**src/hw/rtl/slave_command_byte_decoder_defines.svh**
```systemverilog
// Assertion macros for the slave command byte decoder.
// Included by the top level only; no other dependencies.
`ifndef SLAVE_COMMAND_BYTE_DECODER_DEFINES_SVH
`define SLAVE_COMMAND_BYTE_DECODER_DEFINES_SVH

// antecedent holds -> consequent holds in the same cycle
`define SCBD_ASSERT_NOW(label, clk, rst_n, ante, cons, msg) \
	label: assert property (@(posedge clk) disable iff (!rst_n) (ante) |-> (cons)) \
		else $error(msg);

// antecedent holds -> consequent holds in the next cycle
`define SCBD_ASSERT_NEXT(label, clk, rst_n, ante, cons, msg) \
	label: assert property (@(posedge clk) disable iff (!rst_n) (ante) |=> (cons)) \
		else $error(msg);

`endif

```
**src/hw/rtl/scbd_pkg.sv**
```systemverilog
// Shared types, command codes and helpers for the slave command byte decoder.
// No dependencies.
package scbd_pkg;

	localparam logic [7:0] CMD_OUTPUT  = 8'hBB;
	localparam logic [7:0] CMD_BATTERY = 8'hCC;
	localparam logic [7:0] CMD_STATUS  = 8'hFF;
	localparam logic [7:0] CMD_SWITCH  = 8'hDD;
	localparam logic [7:0] SWITCH_ACK  = 8'hAA;

	localparam int STATUS_REG_BYTES = 6;
	localparam int STATUS_W         = 8 * STATUS_REG_BYTES;
	localparam int CFG_IDX_W        = 2;

	localparam logic [CFG_IDX_W-1:0] CFG_STATUS_BYTES = 2'd0;
	localparam logic [CFG_IDX_W-1:0] CFG_SWITCH_BYTE  = 2'd1;

	// one decoded byte, handed from the decoder to the result stage
	typedef struct packed {
		logic        tx_status;   // send the status bytes
		logic        tx_switch;   // send the switch byte
		logic [7:0]  sw_byte;
		logic [15:0] output_word;
		logic [15:0] nav_word;
		logic [31:0] battery_word;
		logic        output_done;
		logic        battery_done;
		logic        status_request;
		logic        switch_event;
	} scbd_res_t;

	// status byte k; bytes past the register read as zero
	function automatic logic [7:0] status_byte(input logic [STATUS_W-1:0] bytes,
			input logic [2:0] k);
		logic [7:0] b;
		b = 8'h00;
		for (int i = 0; i < STATUS_REG_BYTES; i++) begin
			if (k == 3'(i)) begin
				b = bytes[8*i +: 8];
			end
		end
		return b;
	endfunction

endpackage

```
**src/hw/rtl/scbd_core.sv**
```systemverilog
// Command decoder: transaction state and word assembly, one byte per transfer.
// Depends on scbd_pkg.
module scbd_core import scbd_pkg::*; (
	input  logic       clk,
	input  logic       arst_n,
	input  logic       accept,
	input  logic [7:0] rx_byte,
	input  logic [7:0] switch_byte,
	output scbd_res_t  res
);

	logic [1:0]  oc_q, oc_d;
	logic [1:0]  bc_q, bc_d;
	logic        opend_q, opend_d;
	logic        spend_q, spend_d;
	logic        bpend_q, bpend_d;
	logic        wpend_q, wpend_d;
	logic [15:0] out_q, out_d;
	logic [15:0] nav_q, nav_d;
	logic [31:0] asm_q, asm_d;
	logic [31:0] lat_q, lat_d;
	logic        check;
	logic        idle_after;

	always_comb begin
		oc_d    = oc_q;
		bc_d    = bc_q;
		opend_d = opend_q;
		spend_d = spend_q;
		bpend_d = bpend_q;
		wpend_d = wpend_q;
		out_d   = out_q;
		nav_d   = nav_q;
		asm_d   = asm_q;
		lat_d   = lat_q;
		check   = 1'b1;
		res     = '0;
		res.sw_byte = switch_byte;

		if (oc_q == 2'd0) begin
			out_d = '0;
			nav_d = '0;
		end else if (bc_q == 2'd0) begin
			asm_d = '0;
		end

		if (opend_q) begin
			case (oc_q)
				2'd0: begin
					out_d = out_d | {rx_byte, 8'h00};
					oc_d  = 2'd1;
				end
				2'd1: begin
					out_d = out_d | {8'h00, rx_byte};
					oc_d  = 2'd2;
				end
				2'd2: begin
					nav_d = nav_d | {rx_byte, 8'h00};
					oc_d  = 2'd3;
				end
				default: begin
					nav_d   = nav_d | {8'h00, rx_byte};
					oc_d    = 2'd0;
					opend_d = 1'b0;
					res.output_done = 1'b1;
					check   = 1'b0;
				end
			endcase
		end else if (spend_q) begin
			res.tx_status = 1'b1;
			spend_d = 1'b0;
		end else if (bpend_q) begin
			case (bc_q)
				2'd0: begin
					asm_d = {rx_byte, 24'h0};
					bc_d  = 2'd1;
				end
				2'd1: begin
					asm_d = asm_d | {8'h00, rx_byte, 16'h0};
					bc_d  = 2'd2;
				end
				2'd2: begin
					asm_d = asm_d | {16'h0, rx_byte, 8'h00};
					bc_d  = 2'd3;
				end
				default: begin
					asm_d   = asm_d | {24'h0, rx_byte};
					lat_d   = asm_d | {24'h0, rx_byte};
					bc_d    = 2'd0;
					bpend_d = 1'b0;
					res.battery_done = 1'b1;
					check   = 1'b0;
				end
			endcase
		end else if (wpend_q && rx_byte == SWITCH_ACK) begin
			wpend_d = 1'b0;
			res.switch_event = 1'b1;
			check   = 1'b0;
		end else if (wpend_q) begin
			res.tx_switch = 1'b1;
			wpend_d = 1'b0;
		end

		idle_after = !opend_d && !spend_d && !bpend_d && !wpend_d;
		if (check && idle_after) begin
			case (rx_byte)
				CMD_OUTPUT:  opend_d = 1'b1;
				CMD_STATUS: begin
					spend_d = 1'b1;
					res.status_request = 1'b1;
				end
				CMD_BATTERY: bpend_d = 1'b1;
				CMD_SWITCH: begin
					wpend_d = 1'b1;
					res.switch_event = 1'b1;
				end
				default: ;
			endcase
		end

		res.output_word  = out_d;
		res.nav_word     = nav_d;
		res.battery_word = lat_d;
	end

	always_ff @(posedge clk or negedge arst_n) begin
		if (!arst_n) begin
			oc_q    <= '0;
			bc_q    <= '0;
			opend_q <= 1'b0;
			spend_q <= 1'b0;
			bpend_q <= 1'b0;
			wpend_q <= 1'b0;
			out_q   <= '0;
			nav_q   <= '0;
			asm_q   <= '0;
			lat_q   <= '0;
		end else if (accept) begin
			oc_q    <= oc_d;
			bc_q    <= bc_d;
			opend_q <= opend_d;
			spend_q <= spend_d;
			bpend_q <= bpend_d;
			wpend_q <= wpend_d;
			out_q   <= out_d;
			nav_q   <= nav_d;
			asm_q   <= asm_d;
			lat_q   <= lat_d;
		end
	end

endmodule

```
**src/hw/rtl/scbd_tx.sv**
```systemverilog
// Result register: holds one decoded byte and plays out its one or more results.
// Depends on scbd_pkg.
module scbd_tx import scbd_pkg::*; #(
	parameter int STATUS_COUNT = 6
) (
	input  logic                clk,
	input  logic                arst_n,
	input  logic                load,
	input  scbd_res_t           res,
	input  logic [STATUS_W-1:0] status_bytes,
	output logic                can_load,
	output logic                out_valid,
	input  logic                out_ready,
	output logic                tx_valid,
	output logic [7:0]          tx_byte,
	output logic                last,
	output logic [15:0]         output_word,
	output logic [15:0]         nav_word,
	output logic [31:0]         battery_word,
	output logic                output_done,
	output logic                battery_done,
	output logic                status_request,
	output logic                switch_event
);

	localparam int IdxW = (STATUS_COUNT > 1) ? $clog2(STATUS_COUNT) : 1;
	localparam logic [IdxW-1:0] IdxLast = IdxW'(STATUS_COUNT - 1);

	scbd_res_t       res_q;
	logic            valid_q;
	logic [IdxW-1:0] idx_q;
	logic            xfer;

	assign xfer     = valid_q && out_ready;
	assign last     = !res_q.tx_status || (idx_q == IdxLast);
	assign can_load = !valid_q || (xfer && last);

	always_ff @(posedge clk or negedge arst_n) begin
		if (!arst_n) begin
			valid_q <= 1'b0;
			idx_q   <= '0;
		end else if (load) begin
			valid_q <= 1'b1;
			idx_q   <= '0;
		end else if (xfer && last) begin
			valid_q <= 1'b0;
		end else if (xfer) begin
			idx_q   <= idx_q + 1'b1;
		end
	end

	always_ff @(posedge clk) begin
		if (load) begin
			res_q <= res;
		end
	end

	assign out_valid      = valid_q;
	assign tx_valid       = res_q.tx_status || res_q.tx_switch;
	assign tx_byte        = res_q.tx_status ? status_byte(status_bytes, 3'(idx_q)) :
	                        res_q.tx_switch ? res_q.sw_byte : 8'h00;
	assign output_word    = res_q.output_word;
	assign nav_word       = res_q.nav_word;
	assign battery_word   = res_q.battery_word;
	assign output_done    = res_q.output_done;
	assign battery_done   = res_q.battery_done;
	assign status_request = res_q.status_request;
	assign switch_event   = res_q.switch_event;

endmodule

```
**src/hw/rtl/slave_command_byte_decoder.sv**
```systemverilog
// Top level of the slave command byte decoder: config registers, decoder, result stage.
// Depends on scbd_pkg, scbd_core, scbd_tx and slave_command_byte_decoder_defines.svh.
//
//  channel  handshake              payload
//  -------  ---------------------  -------------------------------------------
//  in       in_valid / in_ready    rx_byte
//  out      out_valid / out_ready  tx_valid tx_byte last words and pulses
//  cfg      cfg_valid / cfg_ready  cfg_index cfg_data (0 status bytes, 1 switch)
//
// Cycles: a received byte is decoded in the cycle it is transferred and its
// result sits in the result register from the next cycle; one byte per cycle
// while in_ready is high. A status reply holds the result register for
// STATUS_COUNT out transfers; every other result leaves in a single out transfer.
// in_ready stays high while the result register is empty or its final result
// leaves in the same cycle, so a stalled out channel holds off input.
// Reset clears all decoder state, the config registers and the result valid.
// cfg_ready is always high; writes to unused indexes are dropped.
`include "slave_command_byte_decoder_defines.svh"

module slave_command_byte_decoder import scbd_pkg::*; #(
	parameter int STATUS_COUNT = 6
) (
	input  logic                 clk,
	input  logic                 arst_n,
	input  logic                 in_valid,
	output logic                 in_ready,
	input  logic [7:0]           rx_byte,
	output logic                 out_valid,
	input  logic                 out_ready,
	output logic                 tx_valid,
	output logic [7:0]           tx_byte,
	output logic                 last,
	output logic [15:0]          output_word,
	output logic [15:0]          nav_word,
	output logic [31:0]          battery_word,
	output logic                 output_done,
	output logic                 battery_done,
	output logic                 status_request,
	output logic                 switch_event,
	input  logic                 cfg_valid,
	output logic                 cfg_ready,
	input  logic [CFG_IDX_W-1:0] cfg_index,
	input  logic [STATUS_W-1:0]  cfg_data
);

	logic [STATUS_W-1:0] status_bytes_q;
	logic [7:0]          switch_byte_q;
	logic                accept;
	scbd_res_t           res;

	assign cfg_ready = 1'b1;

	// config registers; the user must write them only while the block is idle, the block does not enforce it
	always_ff @(posedge clk or negedge arst_n) begin
		if (!arst_n) begin
			status_bytes_q <= '0;
			switch_byte_q  <= '0;
		end else if (cfg_valid && cfg_ready) begin
			case (cfg_index)
				CFG_STATUS_BYTES: status_bytes_q <= cfg_data;
				CFG_SWITCH_BYTE:  switch_byte_q  <= cfg_data[7:0];
				default: ;
			endcase
		end
	end

	assign accept = in_valid && in_ready;

	scbd_core u_core (
		.clk         (clk),
		.arst_n      (arst_n),
		.accept      (accept),
		.rx_byte     (rx_byte),
		.switch_byte (switch_byte_q),
		.res         (res)
	);

	scbd_tx #(
		.STATUS_COUNT (STATUS_COUNT)
	) u_tx (
		.clk            (clk),
		.arst_n         (arst_n),
		.load           (accept),
		.res            (res),
		.status_bytes   (status_bytes_q),
		.can_load       (in_ready),
		.out_valid      (out_valid),
		.out_ready      (out_ready),
		.tx_valid       (tx_valid),
		.tx_byte        (tx_byte),
		.last           (last),
		.output_word    (output_word),
		.nav_word       (nav_word),
		.battery_word   (battery_word),
		.output_done    (output_done),
		.battery_done   (battery_done),
		.status_request (status_request),
		.switch_event   (switch_event)
	);

	// a new byte only lands when the held result is finished
	`SCBD_ASSERT_NOW(a_no_overwrite, clk, arst_n, accept, !out_valid || (out_ready && last), "byte accepted over unfinished result")
	// a status reply keeps going until its final byte
	`SCBD_ASSERT_NEXT(a_burst_continues, clk, arst_n, out_valid && out_ready && !last, out_valid && tx_valid, "status reply cut short")
	// a result with nothing to transmit is always the only one of its byte
	`SCBD_ASSERT_NOW(a_quiet_is_last, clk, arst_n, out_valid && !tx_valid, last && tx_byte == 8'h00, "idle result not final")

endmodule
```
**config.mk**
```make
export PLATFORM = sky130hd
export DESIGN_NAME = slave_command_byte_decoder
export DESIGN_NICKNAME = d
export VERILOG_FILES = /design/src/hw/rtl/scbd_pkg.sv /design/src/hw/rtl/scbd_core.sv /design/src/hw/rtl/scbd_tx.sv /design/src/hw/rtl/slave_command_byte_decoder.sv
export VERILOG_INCLUDE_DIRS = /design/src /design/src/hw/rtl
export SDC_FILE = /design/constraint.sdc
export NUM_CORES = 1
export LEC_CHECK = 0
export BUFFER_PORTS_ARGS = -buffer_cell sky130_fd_sc_hd__buf_2
export CORE_MARGIN = 2
export CORE_UTILIZATION = 50
export CTS_BUF_LIST = sky130_fd_sc_hd__clkbuf_8
export CTS_CLUSTER_SIZE = 25
export DETAILED_ROUTE_END_ITERATION = 6
export GPL_TIMING_DRIVEN = 1
export PLACE_DENSITY = 0.71
export SLEW_MARGIN = 15
export SYNTH_ARGS = -nofsm -noshare
export SYNTH_HDL_FRONTEND = slang
export SYNTH_SLANG_ARGS = --single-unit
```
**constraint.sdc**
```tcl
create_clock -name clk -period 2.9 [get_ports clk]
set_input_delay 0.29 -clock clk [delete_from_list [all_inputs] [get_ports clk]]
set_output_delay 0.29 -clock clk [all_outputs]
set_load 0.02 [all_outputs]
```
==> summary.md <==
| Metric | Value |
|---|---|
| Max VDD drop | 0.254 mV |
| Routed WL | 23100 um |
| Placed inst area | 11400 sq um |
| Clock sink total | 242 |
| Grt total ovfl | 0 |
| Critical-path cell list | inv_1 -> ha_1 -> buf_4 -> nand3b_1 -> a21oi_1 -> a21oi_1 -> o211ai_1 -> buf_2 |
| ANT cells | 0 |
| # DRC | 0 |
| Iter 0 DRT Violations | 522 |
| Row count | 53 |
| Largest cells by area after synthesis | dfrtp_1 (38%), edfxtp_1 (22%), mux2_2 (6.6%) |
| Layout Skew | 11.3 ps |
| CP bufs+invs | 3 |
| Initial antenna violation count | 0 |
| Post CTS Setup Buffer Count | 0 |
| CP arrival | 2410 ps |
| Crit-path slowest cell | dfrtp_1 |
| Yosys top cell by area | dfrtp_1 |
| Period utilization | 93.1% |
| Fmax | 0.371 GHz |
| Max-slew headroom | 33.1% |
| Finished Cell Area | 12500 sq um |
| Number of global-route vias before repair | 6971 |
| RSZ-0062 raised after global routing | no |
| Clk_lat worst skew | 520 ps |
| Clock root buffer | clkbuf_8 |
| Fin Hold WS | 23.0 ps |
| First-pass GRT wire length | 36500 um |
| DPL Wire Length | 14500 um |
| Mapped Cells | 890 |
| Async set or reset register ratio after synthesis | 67.8% |
| Hold Fails Final Rpt | 0 |
| Largest net degree at the start of global routing | 69 |
| Die height | 151 um |
| Seq/Total Area, Yosys | 59.5% |
| Leakage power total | 5.38 nW |
| Avg Synthesized Cell Area | 12.2 sq um |
| H-tree levels | 2 |
| Fillers | 1705 |
| # nets final | 1075 |
| Drt wl/cell | 17.7 um |
| Worst-path clk slew | 60 ps |
| Routability congestion estimate | 0.864 |
| Outcome | finished, final reports clean |
| FF+latch count, synth | 242 |
| Clock tree buffer depth | 3 |
| Yosys cell types | 46 |
| Cell family with most CP delay | compound AO/OA/AOI/OAI gates |
| Max-slew violations | 0 |
| Synth warnings | 0 |
| Post-route ant nets | 0 |
| Worst Hold Class | in -> reg |
| Critical Path RT | 2610 ps |
| Tot Pwr | 8.05 mW |
| GRT Overall Usage | 20.5% |
| CP peak stage delay | 410 ps |
| Detailed Routing Iterations Pass 1 | 5 |
| Io pins | 144 |
| Initial Utilization | 51.2% |
| Fraction of layout cells with a size suffix above 1 | 30.4% |
| CTS tree | done |
| Post-Synthesis Cell Area | 10800 sq um |
| Core Region | 21200 sq um |
| Yosys top cell area share | 37.9% |
| CP Max Fanout | 19 |
| CTS buffer count | 38 |
| Type of the worst setup path | reg -> out |
| PD cells | 646 nW/um^2 |
| Period minus WS final | 2700 ps |
| Setup violators final | 0 |
| Crit end category | primary output |
| Via-per-instance ratio | 5.41 |
| Number of synthesized flops with an enable pin | 78 |
| Via Count | 7052 |
| Die Wd | 151 um |
| Syn_nets | 966 |
| Final Non-Filler Cells | 1303 |
| Crit-path most repeated cell | a21oi_1 |
| Syn-to-layout area delta | 15.1% |
| Dpl cells | 1198 |
| Number of port buffers | 142 |
| Max-capacitance violation count | 0 |
| Worst slew pin tran | 1000 ps |
| Ys flop type | dfrtp_1 |
| CP Launch Type | flop |
| Total die area | 22800 sq um |
| Post-route setup TNS | 0 ps |
-- through the flow --
| stage | util (%) | worst slack [ps] |
|---|---|---|
| 3_3_place_gp | 53.7 | 532 |
| 3_5_place_dp | 53.7 | 454 |
| 2_1_floorplan | - | 760 |
| 5_1_grt | 58.9 | 56.0 |
| 6_report | 58.9 | 201 |
| 4_1_cts | 58.9 | 137 |
-- final cells by class --
class,count,area [sq um],area share [%]
clock buffers,45,619,4.97
flip-flops and latches,242,6450,51.7
multi-input cells,501,3560,28.6
clock inverters,24,125,1.00
repair buffers,196,1290,10.3
well taps,275,344,2.76
inverters,20,77.6,0.622
-- cells in the final DEF, fill, tap and decap left out, types with 22 or more instances in the layout --
cell type | netlist | layout
clkbuf_8 | 0 | 45
dfrtp_1 | 164 | 163
nand2_1 | 102 | 102
a21oi_1 | 33 | 33
a22o_1 | 35 | 35
nand3_1 | 30 | 30
mux2_2 | 63 | 63
inv_1 | 16 | 25
mux2_4 | 27 | 27
o21ai_0 | 69 | 69
nor2_1 | 32 | 32
edfxtp_1 | 78 | 78
buf_2 | 8 | 141
dlygate4sd3_1 | 0 | 36
a32oi_1 | 22 | 22
-- metal layers --
| metal | global-route usage, % | share of wire [%] |
|---|---|---|
| met1 | 29.4 | 45 |
| met2 | 31.0 | 46 |
| met3 | 3.70 | 5.1 |
| met4 | 8.50 | 3.3 |
| met5 | 0 | 0 |
-- where the power goes --
part | internal [mW] | leakage [nW] | switching [mW] | total [mW]
registers | 3.83 | 2.90 | 0.170 | 4.00
clock network | 1.50 | 0.416 | 1.30 | 2.80
logic | 0.512 | 2.06 | 0.741 | 1.25
-- timing repair --
| item | 4_1_cts | 5_1_grt |
|---|---|---|
| setup endpoints to repair | 0 | 7 |
| endpoints found under the hold margin | 103 | 0 |
| gates resized for setup | 0 | 2 |
| hold buffers | 36 | 0 |
-- sequential cells by signal, summed over array words and instances (netlist names), 2 cells and up --
signal	count
u_core.nav_q	16
status_bytes_q	48
u_tx.battery_word	32
u_core.out_q	16
u_core.asm_q	32
u_core.oc_q	2
u_tx.output_word	16
switch_byte_q	8
u_tx.idx_q	3
u_core.lat_q	32
u_core.bc_q	2
u_tx.res_q	10
u_tx.nav_word	16
-- path summary, 6_finish.rpt --
check,startpoint,end,slack [ps],depth (start not counted)
setup / recovery,u_tx.idx_q[1]$_DFFE_PN0P_,tx_byte[1],200,8
hold / removal,cfg_data[45],status_bytes_q[45]$_DFFE_PN0P_,20,2
setup reg to reg,u_tx.idx_q[1]$_DFFE_PN0P_,u_core.asm_q[21]$_DFFE_PN0P_,400,7
hold reg to reg,switch_byte_q[4]$_DFFE_PN0P_,u_tx.res_q[72]$_DFFE_PP_,440,0
max in group asynchronous,arst_n,status_bytes_q[40]$_DFFE_PN0P_,1650,3
min in group asynchronous,arst_n,status_bytes_q[38]$_DFFE_PN0P_,340,2
-- cell usage after synthesis, types with 10 or more instances --
master and number:
mux2_4 27, a32oi_1 22, o21ai_0 69, nand3b_1 10
a21oi_1 33, clkbuf_1 47, inv_1 16, nand2_1 102
nand3_1 30, nor2_1 32, mux2_2 63, ha_1 13
buf_4 65, dfrtp_1 164, edfxtp_1 78, a22o_1 35
-- cell families (layout without fill, tap and decap cells) --
family / count (synthesis) / count (layout) / synth area share (%)
DFF: 242 / 242 / 59.5
and+or+nand+nor: 198 / 198 / 8.32
AOI/OAI and AO/OA: 197 / 197 / 12.4
buffers and inverters: 147 / 285 / 7.72
muxes: 92 / 92 / 10.5
adders and majority gates: 13 / 13 / 1.50
other: 1 / 1 / 0.0346
No activity file was read; power rests on OpenSTA's default activity.
